`config.mk`:
```
export PLATFORM = sky130hd
export DESIGN_NAME = stack_calculator_unit
export DESIGN_NICKNAME = d
export VERILOG_FILES = /design/src/hdl/scu_pkg.sv /design/src/hdl/scu_div.sv /design/src/hdl/scu_dpath.sv /design/src/hdl/scu_ctrl.sv /design/src/hdl/stack_calculator_unit.sv
export VERILOG_INCLUDE_DIRS = /design/src /design/src/hdl
export SDC_FILE = /design/constraint.sdc
export NUM_CORES = 2
export LEC_CHECK = 0
export ABC_AREA = 1
export BUFFER_PORTS_ARGS = -buffer_cell sky130_fd_sc_hd__buf_2
export CAP_MARGIN = 5
export CORE_UTILIZATION = 30
export CTS_BUF_LIST = sky130_fd_sc_hd__clkbuf_8
export CTS_CLUSTER_SIZE = 30
export DETAILED_ROUTE_END_ITERATION = 8
export GPL_TIMING_DRIVEN = 0
export SYNTH_ARGS = -nofsm -noshare
export SYNTH_HDL_FRONTEND = slang
export SYNTH_SLANG_ARGS = --single-unit
export TNS_END_PERCENT = 5
```
`constraint.sdc`:
```
create_clock -name clk -period 13.6 [get_ports clk]
set_input_delay 1.36 -clock clk [delete_from_list [all_inputs] [get_ports clk]]
set_output_delay 1.36 -clock clk [all_outputs]
set_load 0.02 [all_outputs]
```
`src/hdl/stack_calculator_unit_assert.svh`:
```
// Assertion macros shared by the stack calculator modules.
`ifndef STACK_CALCULATOR_UNIT_ASSERT_SVH
`define STACK_CALCULATOR_UNIT_ASSERT_SVH

// Same-cycle implication, sampled on clk, masked while arst_n is low.
`define SCU_ASSERT_IMPL(label, ante, cons) \
	label: assert property (@(posedge clk) disable iff (!arst_n) (ante) |-> (cons)) \
		else $error("scu: same-cycle check failed");

// Next-cycle implication, sampled on clk, masked while arst_n is low.
`define SCU_ASSERT_NEXT(label, ante, cons) \
	label: assert property (@(posedge clk) disable iff (!arst_n) (ante) |=> (cons)) \
		else $error("scu: next-cycle check failed");

`endif

```
`src/hdl/scu_pkg.sv`:
```
// Package with types, codes and constants of the stack calculator.
`timescale 1ns / 1ps

package scu_pkg;

	localparam int STACK_DEPTH_DEF = 64;
	localparam int DATA_W          = 32;
	localparam int POS_W           = 6;
	localparam int FILL_W          = 7;

	typedef enum logic [2:0] {
		CMD_PUSH     = 3'd0,
		CMD_POP      = 3'd1,
		CMD_PEEK_TOP = 3'd2,
		CMD_PEEK_BOT = 3'd3,
		CMD_ADD      = 3'd4,
		CMD_SUB      = 3'd5,
		CMD_MUL      = 3'd6,
		CMD_DIV      = 3'd7
	} cmd_t;

	typedef enum logic [2:0] {
		ST_OK      = 3'd0,
		ST_FEW     = 3'd1,
		ST_RANGE   = 3'd2,
		ST_DIVZERO = 3'd3,
		ST_FULL    = 3'd4
	} status_t;

	typedef enum logic [2:0] {
		S_IDLE,
		S_CHECK,
		S_RD_A,
		S_RD_B,
		S_EXEC,
		S_DIV_RUN,
		S_FINISH
	} state_t;

	// Commands from the controller to the datapath.
	typedef struct packed {
		logic latch;
		logic rd_a;
		logic rd_b;
		logic cap_a;
		logic cap_b;
		logic alu_ld;
		logic div_start;
		logic div_ld;
		logic commit;
	} ctrl_cmd_t;

	// Status from the datapath to the controller.
	typedef struct packed {
		logic pre_err;
		logic is_push;
		logic is_arith;
		logic is_div;
		logic div_zero;
		logic div_done;
		logic out_free;
	} ctrl_sts_t;

endpackage

```
`src/hdl/scu_div.sv`:
```
// Iterative floor divider for signed 32-bit operands, one quotient bit per cycle.
`timescale 1ns / 1ps

module scu_div (
	input  logic                        clk,
	input  logic                        arst_n,
	input  logic                        start,
	input  logic [scu_pkg::DATA_W-1:0]  dividend,
	input  logic [scu_pkg::DATA_W-1:0]  divisor,
	output logic                        done,
	output logic [scu_pkg::DATA_W-1:0]  quotient
);

	localparam int W  = scu_pkg::DATA_W;
	localparam int NW = $clog2(W);

	logic          busy_q;
	logic          done_q;
	logic [NW-1:0] count_q;
	logic          neg_q;
	logic [W-1:0]  quo_q;
	logic [W-1:0]  rem_q;
	logic [W-1:0]  den_q;
	logic [W:0]    shifted;
	logic [W:0]    diff;

	// Trial subtract of the divisor from the shifted partial remainder
	assign shifted = {rem_q, quo_q[W-1]};
	assign diff    = shifted - {1'b0, den_q};

	// Sequence the iterations
	always_ff @(posedge clk or negedge arst_n) begin
		if (!arst_n) begin
			busy_q  <= 1'b0;
			done_q  <= 1'b0;
			count_q <= '0;
		end else if (start) begin
			busy_q  <= 1'b1;
			done_q  <= 1'b0;
			count_q <= '0;
		end else if (busy_q) begin
			count_q <= count_q + NW'(1);
			if (count_q == NW'(W - 1)) begin
				busy_q <= 1'b0;
				done_q <= 1'b1;
			end
		end else begin
			done_q <= 1'b0;
		end
	end

	// Load magnitudes, then shift in one quotient bit per cycle
	always_ff @(posedge clk) begin
		if (start) begin
			quo_q <= dividend[W-1] ? (~dividend + W'(1)) : dividend;
			den_q <= divisor[W-1] ? (~divisor + W'(1)) : divisor;
			rem_q <= '0;
			neg_q <= dividend[W-1] ^ divisor[W-1];
		end else if (busy_q) begin
			if (!diff[W]) begin
				rem_q <= diff[W-1:0];
			end else begin
				rem_q <= shifted[W-1:0];
			end
			quo_q <= {quo_q[W-2:0], !diff[W]};
		end
	end

	// Round toward minus infinity: a negative inexact quotient drops by one
	always_comb begin
		if (!neg_q) begin
			quotient = quo_q;
		end else if (rem_q != '0) begin
			quotient = ~quo_q;
		end else begin
			quotient = ~quo_q + W'(1);
		end
	end

	assign done = done_q;

endmodule

```
`src/hdl/scu_dpath.sv`:
```
// Datapath of the stack calculator: stack memory, pointer, operands, ALU and output register.
`timescale 1ns / 1ps

`include "stack_calculator_unit_assert.svh"

module scu_dpath #(
	parameter int DEPTH = scu_pkg::STACK_DEPTH_DEF
) (
	input  logic                              clk,
	input  logic                              arst_n,
	input  scu_pkg::ctrl_cmd_t                cmd,
	output scu_pkg::ctrl_sts_t                sts,
	input  logic [2:0]                        command,
	input  logic signed [scu_pkg::DATA_W-1:0] push_value,
	input  logic [scu_pkg::POS_W-1:0]         position,
	output logic                              out_valid,
	input  logic                              out_stall,
	output logic signed [scu_pkg::DATA_W-1:0] result_value,
	output logic [2:0]                        status,
	output logic [scu_pkg::FILL_W-1:0]        fill_count
);

	localparam int W   = scu_pkg::DATA_W;
	localparam int SPW = $clog2(DEPTH + 1);
	localparam int AW  = $clog2(DEPTH);
	localparam int CW  = (SPW > scu_pkg::POS_W) ? SPW : scu_pkg::POS_W;

	scu_pkg::cmd_t            cmd_q;
	logic [W-1:0]             val_q;
	logic [scu_pkg::POS_W-1:0] pos_q;
	logic [SPW-1:0]           sp_q;
	logic [W-1:0]             mem [DEPTH];
	logic [W-1:0]             rdata_q;
	logic [W-1:0]             right_q;
	logic [W-1:0]             left_q;
	logic [W-1:0]             res_q;
	logic                     out_valid_q;
	logic [W-1:0]             result_value_q;
	scu_pkg::status_t         status_q;
	logic [scu_pkg::FILL_W-1:0] fill_count_q;

	logic [CW-1:0]            sp_ext;
	logic [CW-1:0]            pos_ext;
	logic [CW-1:0]            addr_a_full;
	logic [CW-1:0]            addr_b_full;
	logic [AW-1:0]            addr_a;
	logic [AW-1:0]            addr_b;
	logic                     is_push;
	logic                     is_arith;
	logic                     is_div;
	logic                     div_zero;
	logic                     div_done;
	logic [W-1:0]             quotient;
	scu_pkg::status_t         pre_code;
	scu_pkg::status_t         final_code;
	logic [SPW-1:0]           sp_nxt;
	logic [W-1:0]             res_out;
	logic                     mem_we;
	logic [AW-1:0]            waddr;
	logic [W-1:0]             wdata;
	logic                     out_free;

	// Hold the transaction fields while the command runs
	always_ff @(posedge clk) begin
		if (cmd.latch) begin
			cmd_q <= scu_pkg::cmd_t'(command);
			val_q <= push_value;
			pos_q <= position;
		end
	end

	// Decode the command
	assign is_push  = (cmd_q == scu_pkg::CMD_PUSH);
	assign is_div   = (cmd_q == scu_pkg::CMD_DIV);
	assign is_arith = (cmd_q == scu_pkg::CMD_ADD) || (cmd_q == scu_pkg::CMD_SUB) ||
		(cmd_q == scu_pkg::CMD_MUL) || (cmd_q == scu_pkg::CMD_DIV);
	assign div_zero = is_div && (right_q == '0);

	assign sp_ext  = CW'(sp_q);
	assign pos_ext = CW'(pos_q);

	// Check fill and index before touching the stack
	always_comb begin
		pre_code = scu_pkg::ST_OK;
		case (cmd_q)
			scu_pkg::CMD_PUSH: begin
				if (sp_q == SPW'(DEPTH)) pre_code = scu_pkg::ST_FULL;
			end
			scu_pkg::CMD_POP: begin
				if (sp_q == '0) pre_code = scu_pkg::ST_FEW;
			end
			scu_pkg::CMD_PEEK_TOP, scu_pkg::CMD_PEEK_BOT: begin
				if (pos_ext >= sp_ext) pre_code = scu_pkg::ST_RANGE;
			end
			default: begin
				if (sp_q < SPW'(2)) pre_code = scu_pkg::ST_FEW;
			end
		endcase
	end

	assign final_code = (pre_code != scu_pkg::ST_OK) ? pre_code :
		(div_zero ? scu_pkg::ST_DIVZERO : scu_pkg::ST_OK);

	// First read: top, indexed entry; second read: entry below the top
	always_comb begin
		case (cmd_q)
			scu_pkg::CMD_PEEK_TOP: addr_a_full = sp_ext - CW'(1) - pos_ext;
			scu_pkg::CMD_PEEK_BOT: addr_a_full = pos_ext;
			default:               addr_a_full = sp_ext - CW'(1);
		endcase
	end

	assign addr_b_full = sp_ext - CW'(2);
	assign addr_a      = addr_a_full[AW-1:0];
	assign addr_b      = addr_b_full[AW-1:0];

	// Stack memory read port, registered
	always_ff @(posedge clk) begin
		if (cmd.rd_a || cmd.rd_b) begin
			rdata_q <= mem[cmd.rd_b ? addr_b : addr_a];
		end
	end

	// Stack memory write port
	assign mem_we = cmd.commit && (pre_code == scu_pkg::ST_OK) &&
		(is_push || (is_arith && !div_zero));
	assign waddr  = is_push ? sp_q[AW-1:0] : addr_b;
	assign wdata  = is_push ? val_q : res_q;

	always_ff @(posedge clk) begin
		if (mem_we) begin
			mem[waddr] <= wdata;
		end
	end

	// Capture operands and compute the arithmetic result
	always_ff @(posedge clk) begin
		if (cmd.cap_a) right_q <= rdata_q;
		if (cmd.cap_b) left_q  <= rdata_q;
		if (cmd.alu_ld) begin
			case (cmd_q)
				scu_pkg::CMD_ADD: res_q <= left_q + right_q;
				scu_pkg::CMD_SUB: res_q <= left_q - right_q;
				default:          res_q <= left_q * right_q;
			endcase
		end else if (cmd.div_ld) begin
			res_q <= quotient;
		end
	end

	scu_div u_div (
		.clk      (clk),
		.arst_n   (arst_n),
		.start    (cmd.div_start),
		.dividend (left_q),
		.divisor  (right_q),
		.done     (div_done),
		.quotient (quotient)
	);

	// Next stack pointer
	always_comb begin
		sp_nxt = sp_q;
		if (pre_code == scu_pkg::ST_OK) begin
			case (cmd_q)
				scu_pkg::CMD_PUSH:                            sp_nxt = sp_q + SPW'(1);
				scu_pkg::CMD_POP:                             sp_nxt = sp_q - SPW'(1);
				scu_pkg::CMD_PEEK_TOP, scu_pkg::CMD_PEEK_BOT: sp_nxt = sp_q;
				default: sp_nxt = div_zero ? (sp_q - SPW'(2)) : (sp_q - SPW'(1));
			endcase
		end
	end

	// Select the result, forced to zero on any error
	always_comb begin
		case (cmd_q)
			scu_pkg::CMD_PUSH:                                              res_out = '0;
			scu_pkg::CMD_POP, scu_pkg::CMD_PEEK_TOP, scu_pkg::CMD_PEEK_BOT: res_out = right_q;
			default:                                                        res_out = res_q;
		endcase
		if (final_code != scu_pkg::ST_OK) res_out = '0;
	end

	assign out_free = !out_valid_q || !out_stall;

	// Advance the stack pointer on commit
	always_ff @(posedge clk or negedge arst_n) begin
		if (!arst_n) begin
			sp_q <= '0;
		end else if (cmd.commit) begin
			sp_q <= sp_nxt;
		end
	end

	// Output register: set on commit, drop when the transaction is taken
	always_ff @(posedge clk or negedge arst_n) begin
		if (!arst_n) begin
			out_valid_q <= 1'b0;
		end else if (cmd.commit) begin
			out_valid_q <= 1'b1;
		end else if (!out_stall) begin
			out_valid_q <= 1'b0;
		end
	end

	always_ff @(posedge clk) begin
		if (cmd.commit) begin
			result_value_q <= res_out;
			status_q       <= final_code;
			fill_count_q   <= scu_pkg::FILL_W'(sp_nxt);
		end
	end

	assign out_valid    = out_valid_q;
	assign result_value = result_value_q;
	assign status       = status_q;
	assign fill_count   = fill_count_q;

	assign sts.pre_err  = (pre_code != scu_pkg::ST_OK);
	assign sts.is_push  = is_push;
	assign sts.is_arith = is_arith;
	assign sts.is_div   = is_div;
	assign sts.div_zero = div_zero;
	assign sts.div_done = div_done;
	assign sts.out_free = out_free;

	`SCU_ASSERT_IMPL(a_sp_bound, 1'b1, sp_q <= SPW'(DEPTH))
	`SCU_ASSERT_IMPL(a_err_zero, out_valid_q && (status_q != scu_pkg::ST_OK), result_value_q == '0)
	`SCU_ASSERT_NEXT(a_push_grow, cmd.commit && is_push && (pre_code == scu_pkg::ST_OK), sp_q == $past(sp_q) + SPW'(1))

endmodule

```
`src/hdl/scu_ctrl.sv`:
```
// Controller state machine of the stack calculator.
`timescale 1ns / 1ps

`include "stack_calculator_unit_assert.svh"

module scu_ctrl (
	input  logic               clk,
	input  logic               arst_n,
	input  logic               in_valid,
	output logic               in_stall,
	input  scu_pkg::ctrl_sts_t sts,
	output scu_pkg::ctrl_cmd_t cmd
);

	scu_pkg::state_t state_q;
	scu_pkg::state_t state_nxt;

	// State register
	always_ff @(posedge clk or negedge arst_n) begin
		if (!arst_n) begin
			state_q <= scu_pkg::S_IDLE;
		end else begin
			state_q <= state_nxt;
		end
	end

	// Next state and datapath commands
	always_comb begin
		state_nxt = state_q;
		cmd       = '0;
		case (state_q)
			scu_pkg::S_IDLE: begin
				if (in_valid) begin
					cmd.latch = 1'b1;
					state_nxt = scu_pkg::S_CHECK;
				end
			end
			scu_pkg::S_CHECK: begin
				if (sts.pre_err || sts.is_push) begin
					state_nxt = scu_pkg::S_FINISH;
				end else begin
					cmd.rd_a  = 1'b1;
					state_nxt = scu_pkg::S_RD_A;
				end
			end
			scu_pkg::S_RD_A: begin
				cmd.cap_a = 1'b1;
				if (sts.is_arith) begin
					cmd.rd_b  = 1'b1;
					state_nxt = scu_pkg::S_RD_B;
				end else begin
					state_nxt = scu_pkg::S_FINISH;
				end
			end
			scu_pkg::S_RD_B: begin
				cmd.cap_b = 1'b1;
				state_nxt = scu_pkg::S_EXEC;
			end
			scu_pkg::S_EXEC: begin
				if (!sts.is_div) begin
					cmd.alu_ld = 1'b1;
					state_nxt  = scu_pkg::S_FINISH;
				end else if (sts.div_zero) begin
					state_nxt = scu_pkg::S_FINISH;
				end else begin
					cmd.div_start = 1'b1;
					state_nxt     = scu_pkg::S_DIV_RUN;
				end
			end
			scu_pkg::S_DIV_RUN: begin
				if (sts.div_done) begin
					cmd.div_ld = 1'b1;
					state_nxt  = scu_pkg::S_FINISH;
				end
			end
			scu_pkg::S_FINISH: begin
				if (sts.out_free) begin
					cmd.commit = 1'b1;
					state_nxt  = scu_pkg::S_IDLE;
				end
			end
			default: begin
				state_nxt = scu_pkg::S_IDLE;
			end
		endcase
	end

	assign in_stall = (state_q != scu_pkg::S_IDLE);

	`SCU_ASSERT_NEXT(a_accept_check, in_valid && !in_stall, state_q == scu_pkg::S_CHECK)
	`SCU_ASSERT_IMPL(a_rdb_arith, state_q == scu_pkg::S_RD_B, sts.is_arith)
	`SCU_ASSERT_IMPL(a_div_done_state, sts.div_done, state_q == scu_pkg::S_DIV_RUN)

endmodule

```
`src/hdl/stack_calculator_unit.sv`:
```
// Path from accept to result: push and stack or index errors go from check to finish; pop
// and peek add one stack read; add, subtract, multiply and divide by zero read both operands
// through the single read port and execute; divide also runs the 32-iteration divider.
// One command at a time; the next is taken once the last commits, held off by out_stall.
// Reset (arst_n low) empties the stack at once; memory contents are not cleared.
// Top level of the stack calculator: controller, datapath and stack memory.
`timescale 1ns / 1ps

module stack_calculator_unit #(
	parameter int STACK_DEPTH = scu_pkg::STACK_DEPTH_DEF
) (
	input  logic                              clk,
	input  logic                              arst_n,
	input  logic                              in_valid,
	output logic                              in_stall,
	input  logic [2:0]                        command,
	input  logic signed [scu_pkg::DATA_W-1:0] push_value,
	input  logic [scu_pkg::POS_W-1:0]         position,
	output logic                              out_valid,
	input  logic                              out_stall,
	output logic signed [scu_pkg::DATA_W-1:0] result_value,
	output logic [2:0]                        status,
	output logic [scu_pkg::FILL_W-1:0]        fill_count
);

	scu_pkg::ctrl_cmd_t cmd;
	scu_pkg::ctrl_sts_t sts;

	scu_ctrl u_ctrl (
		.clk      (clk),
		.arst_n   (arst_n),
		.in_valid (in_valid),
		.in_stall (in_stall),
		.sts      (sts),
		.cmd      (cmd)
	);

	scu_dpath #(
		.DEPTH (STACK_DEPTH)
	) u_dpath (
		.clk          (clk),
		.arst_n       (arst_n),
		.cmd          (cmd),
		.sts          (sts),
		.command      (command),
		.push_value   (push_value),
		.position     (position),
		.out_valid    (out_valid),
		.out_stall    (out_stall),
		.result_value (result_value),
		.status       (status),
		.fill_count   (fill_count)
	);

endmodule

```
==> summary.md <==
| Metric | Value |
|---|---|
| Post_cts resized | `0` |
| Die Ht | `644 µm` |
| Reg2Reg Depth | `27` |
| Max-cap violations | `1` |
| Vias in the first global route | `around 90000` |
| Synth Area per Inst | `between 10 and 15 µm²` |
| DRT iter0 DRCs | `13600` |
| Gr ovfl total | `0` |
| Post-CTS Setup Bufs | `0` |
| Slew Viols, Final | `11` |
| Final Hold Vio Count | `0` |
| Hold Buf Count CTS | `0` |
| DRT antenna net count | `0` |
| CTS buffer count | `378` |
| Final min period | `between 9 and 10 ns` |
| Die X | `between 600 and 700 µm` |
| RR Startpoint | `u_dpath.right_q[5]` |
| Gpl congestion | `between 1 and 1.5` |
| Area grow syn2layout | `14.1%` |
| Syn Nets | `between 10000 and 15000` |
| Total track usage | `a little under a quarter` |
| Status | `finished with violations` |
| Final Cycle Share | `between 70% and 80%` |
| Critical path peak fanout | `10` |
| Synth Warn # | `0` |
| CP max-delay cell | `clkbuf_1` |
| Pre-antenna DRT Iters | `6` |
| Antenna violations before repair | `34` |
| Final wirelength | `a little under 500 mm` |
| FMAX | `roughly 100 MHz` |
| Initial core utilization | `a little under a third` |
| Root Driver | `clkbuf_8` |
| Die ar. | `~0.42 mm²` |
| Final Skew | `0.161 ns` |
| Ys flop type | `edfxtp_1` |
| CP Data Arrival Time | `between 10 and 15 ns` |
| HPWL after detailed placement | `354 mm` |
| Share of cells above drive strength 1 | `under 10%` |
| TritonCTS clock tree | `done` |
| Std cell rows | `between 200 and 250` |
| Global-route wire length before repair | `approximately 680 mm` |
| CTS clock-pin slew for the worst setup and hold paths | `0.06 ns` |
| Max clock buf depth | `4` |
| # DRC | `0` |
| Vias post-DR | `a little under 100k` |
| Hold Path Class | `in2async` |
| Worst Setup Path Type | `reg2reg` |
| CP endpoint kind | `flip-flop` |
| Clk Latency, worst-skew pair | `1.08 ns` |
| Library cells used by synthesis | `57` |
| CTS H-tree depth | `5` |
| PortBufs | `88` |
| Sink Count | `between 2000 and 2500` |
| Post-synthesis sequential area ratio | `between 50% and 60%` |
| Pin count of the biggest net entering global routing | `61` |
| CORE AREA | `around 0.41 mm²` |
| Crit start category | `flip-flop` |
| I/O Pins | `a little under 90` |
| Post-synth EDFFs | `~2300` |
| Ys async rst share | `less than 1%` |
| #FFs+latches synth | `roughly 2400` |
| Syn Inst Count | `12300` |
| Per-cell routed wire length | `approximately 26 µm` |
| CP Data Required Time | `14.28 ns` |
| Ranking of synthesized cells by area | `edfxtp_1 56%, nand2_1 10%, fa_1 6.6%` |
| Post-Syn Area | `~0.12 mm²` |
| Reg2reg end | `u_dpath.res_q[30]` |
| Cell taking the most area after synthesis | `edfxtp_1` |
| Worst slew pin tran | `around 1.5 ns` |
| Worst R2R Setup Slack | `between 3 and 4 ns` |
| Post-route setup TNS | `0 ns` |
| NumNets Final | `~14000` |
| Setup violators final | `0` |
| Post-synth top area share | `56.4%` |
| Via density per instance | `approximately 5.2` |
| Slew headroom | `-1.78%` |
| Critical Path Max Stage Delay | `between 1 and 1.5 ns` |
| Unrepaired setup endpoints after global routing | `no` |
| Fillers | `between 40000 and 50000` |
| Failing checks | `capacitance limit, slew limit` |
[worst max-delay path: cells and delay by family, from the launching register on]
| family | cells | cell delay, ns |
|---|---|---|
| AND/OR/NAND/NOR | 10 | 1.76 |
| adder cells (fa/ha/maj) | 9 | 4.57 |
| buffers and inverters | 6 | 2.51 |
| flip-flops | 1 | 0.33 |
| AO/OA/AOI/OAI | 2 | 0.34 |
[stage by stage]
step | hold WS, ns | area (µm²) | cells | util [%] | setup WS, ns
2_1_floorplan | 0.421 | 124000 | 12300 | - | 6.67
3_3_place_gp | 0.428 | 131000 | 17900 | 31.9 | 4.15
3_5_place_dp | 0.434 | 134000 | 18000 | 32.8 | 4.21
4_1_cts | 0.353 | 141000 | 18600 | 34.4 | 4.21
5_1_grt | 0.407 | 141000 | 18600 | 34.4 | 3.79
6_report | 0.400 | 141000 | 18700 | 34.4 | 3.82
[state kept, by name, summed over array words and instances, names as in the netlist, 5 cells and up]
register,flops
u_dpath.pos_q,6
u_dpath.u_div.quo_q,32
u_dpath.fill_count,7
u_dpath.u_div.count_q,5
u_dpath.result_value,32
u_dpath.left_q,32
u_dpath.right_q,32
u_dpath.mem,2048
u_dpath.rdata_q,32
u_dpath.val_q,32
u_dpath.u_div.rem_q,32
u_dpath.res_q,32
u_dpath.sp_ext,7
u_dpath.u_div.den_q,32
[routing by layer]
metal | share of wire, % | vias to the layer above | GRT usage [%]
met5 | 0.026 | - | 0
met4 | 6.6 | 22 | 12.9
met3 | 11 | 1270 | 5.14
met2 | 44 | 5878 | 35.0
met1 | 38 | 47100 | 29.5
li1 | - | 42000 | -
[cell families (layout without fill, tap and decap cells)]
logic type      after synthesis  after routing  synth area share (%)
simple gates               5664           5664                  20.1
xor+xnor                    135            135                 0.955
other cells                   0             13                     0
compound gates              931            931                  4.68
flops                      2374           2374                  57.3
fa+ha+maj                   619            619                  8.75
mux                           1              1               0.00809
buf+inv                    2608           3470                  8.27
[how the worst max path moves through the flow]
| stage | start | end | slack [ns] | cells after the start |
|---|---|---|---|---|
| 3_5_place_dp | u_dpath.left_q[3] | u_dpath.res_q[19] | 4.21 | 26 |
| 6_report | u_dpath.right_q[5] | u_dpath.res_q[30] | 3.82 | 27 |
| 4_1_cts | u_dpath.left_q[3] | u_dpath.res_q[19] | 4.21 | 26 |
| 2_1_floorplan | u_dpath.right_q[5] | u_dpath.res_q[31] | 6.67 | 29 |
| 3_3_place_gp | u_dpath.left_q[3] | u_dpath.res_q[19] | 4.15 | 26 |
| 5_1_grt | u_dpath.right_q[5] | u_dpath.res_q[30] | 3.79 | 27 |
[area by class of cell]
cell class	instances	area (µm²)	share of cell area, %
diodes	13	32.5	0.0230
plain buffers	696	3060	2.17
clock buffers	382	5260	3.72
clock inverters	279	1550	1.10
inverters	1912	7180	5.08
multi-input cells	7350	43400	30.7
flip-flops and latches	2374	70900	50.2
well taps	5451	6820	4.83
repair buffers	201	3050	2.16
[synthesized netlist by cell type, drive strengths merged, types with 2 or more instances]
master and n:
dfrtp 18, nand3 1579, or4 2, o21bai 13, o211ai 347, xnor2 40
o31ai 4, o22ai 8, clkbuf 307, xor2 95, inv 1907, a31oi 18
o21ai 286, nor3b 3, nor4 30, buf 389, nor3 47, fa 411
a21o 17, a31o 5, a21oi 199, and3 2, ha 208, a211oi 3
a22oi 4, or2 17, o21a 11, nor2 280, nand4 37, edfxtp 2324
nand2 3337, a21boi 6, a221oi 4, nand3b 329, o221a 2, clkinv 5
dfxtp 32
[placed cells by master (no fill, tap or decap), types with 18 or more instances in the layout]
| cell type | count |
|---|---|
| nand2_1 | 3301 |
| xor2_1 | 95 |
| inv_1 | 2015 |
| nand3_1 | 1578 |
| buf_12 | 60 |
| o21ai_0 | 272 |
| nor4_1 | 30 |
| clkbuf_1 | 304 |
| clkinv_2 | 32 |
| nor2_4 | 68 |
| dfxtp_1 | 32 |
| buf_2 | 351 |
| edfxtp_1 | 2324 |
| clkinv_1 | 98 |
| buf_16 | 50 |
| nand4_1 | 37 |
| clkbuf_8 | 382 |
| nand3b_1 | 329 |
| fa_1 | 411 |
| xnor2_1 | 40 |
| nor3_1 | 44 |
| buf_1 | 104 |
| nor2_1 | 210 |
| dfrtp_1 | 18 |
| a21oi_1 | 199 |
| ha_1 | 208 |
| nand2_4 | 33 |
| o211ai_1 | 345 |
| a31oi_1 | 18 |
Power is not shown: default switching activity piles up to over one toggle a cycle in this logic, so the estimate is an artifact.
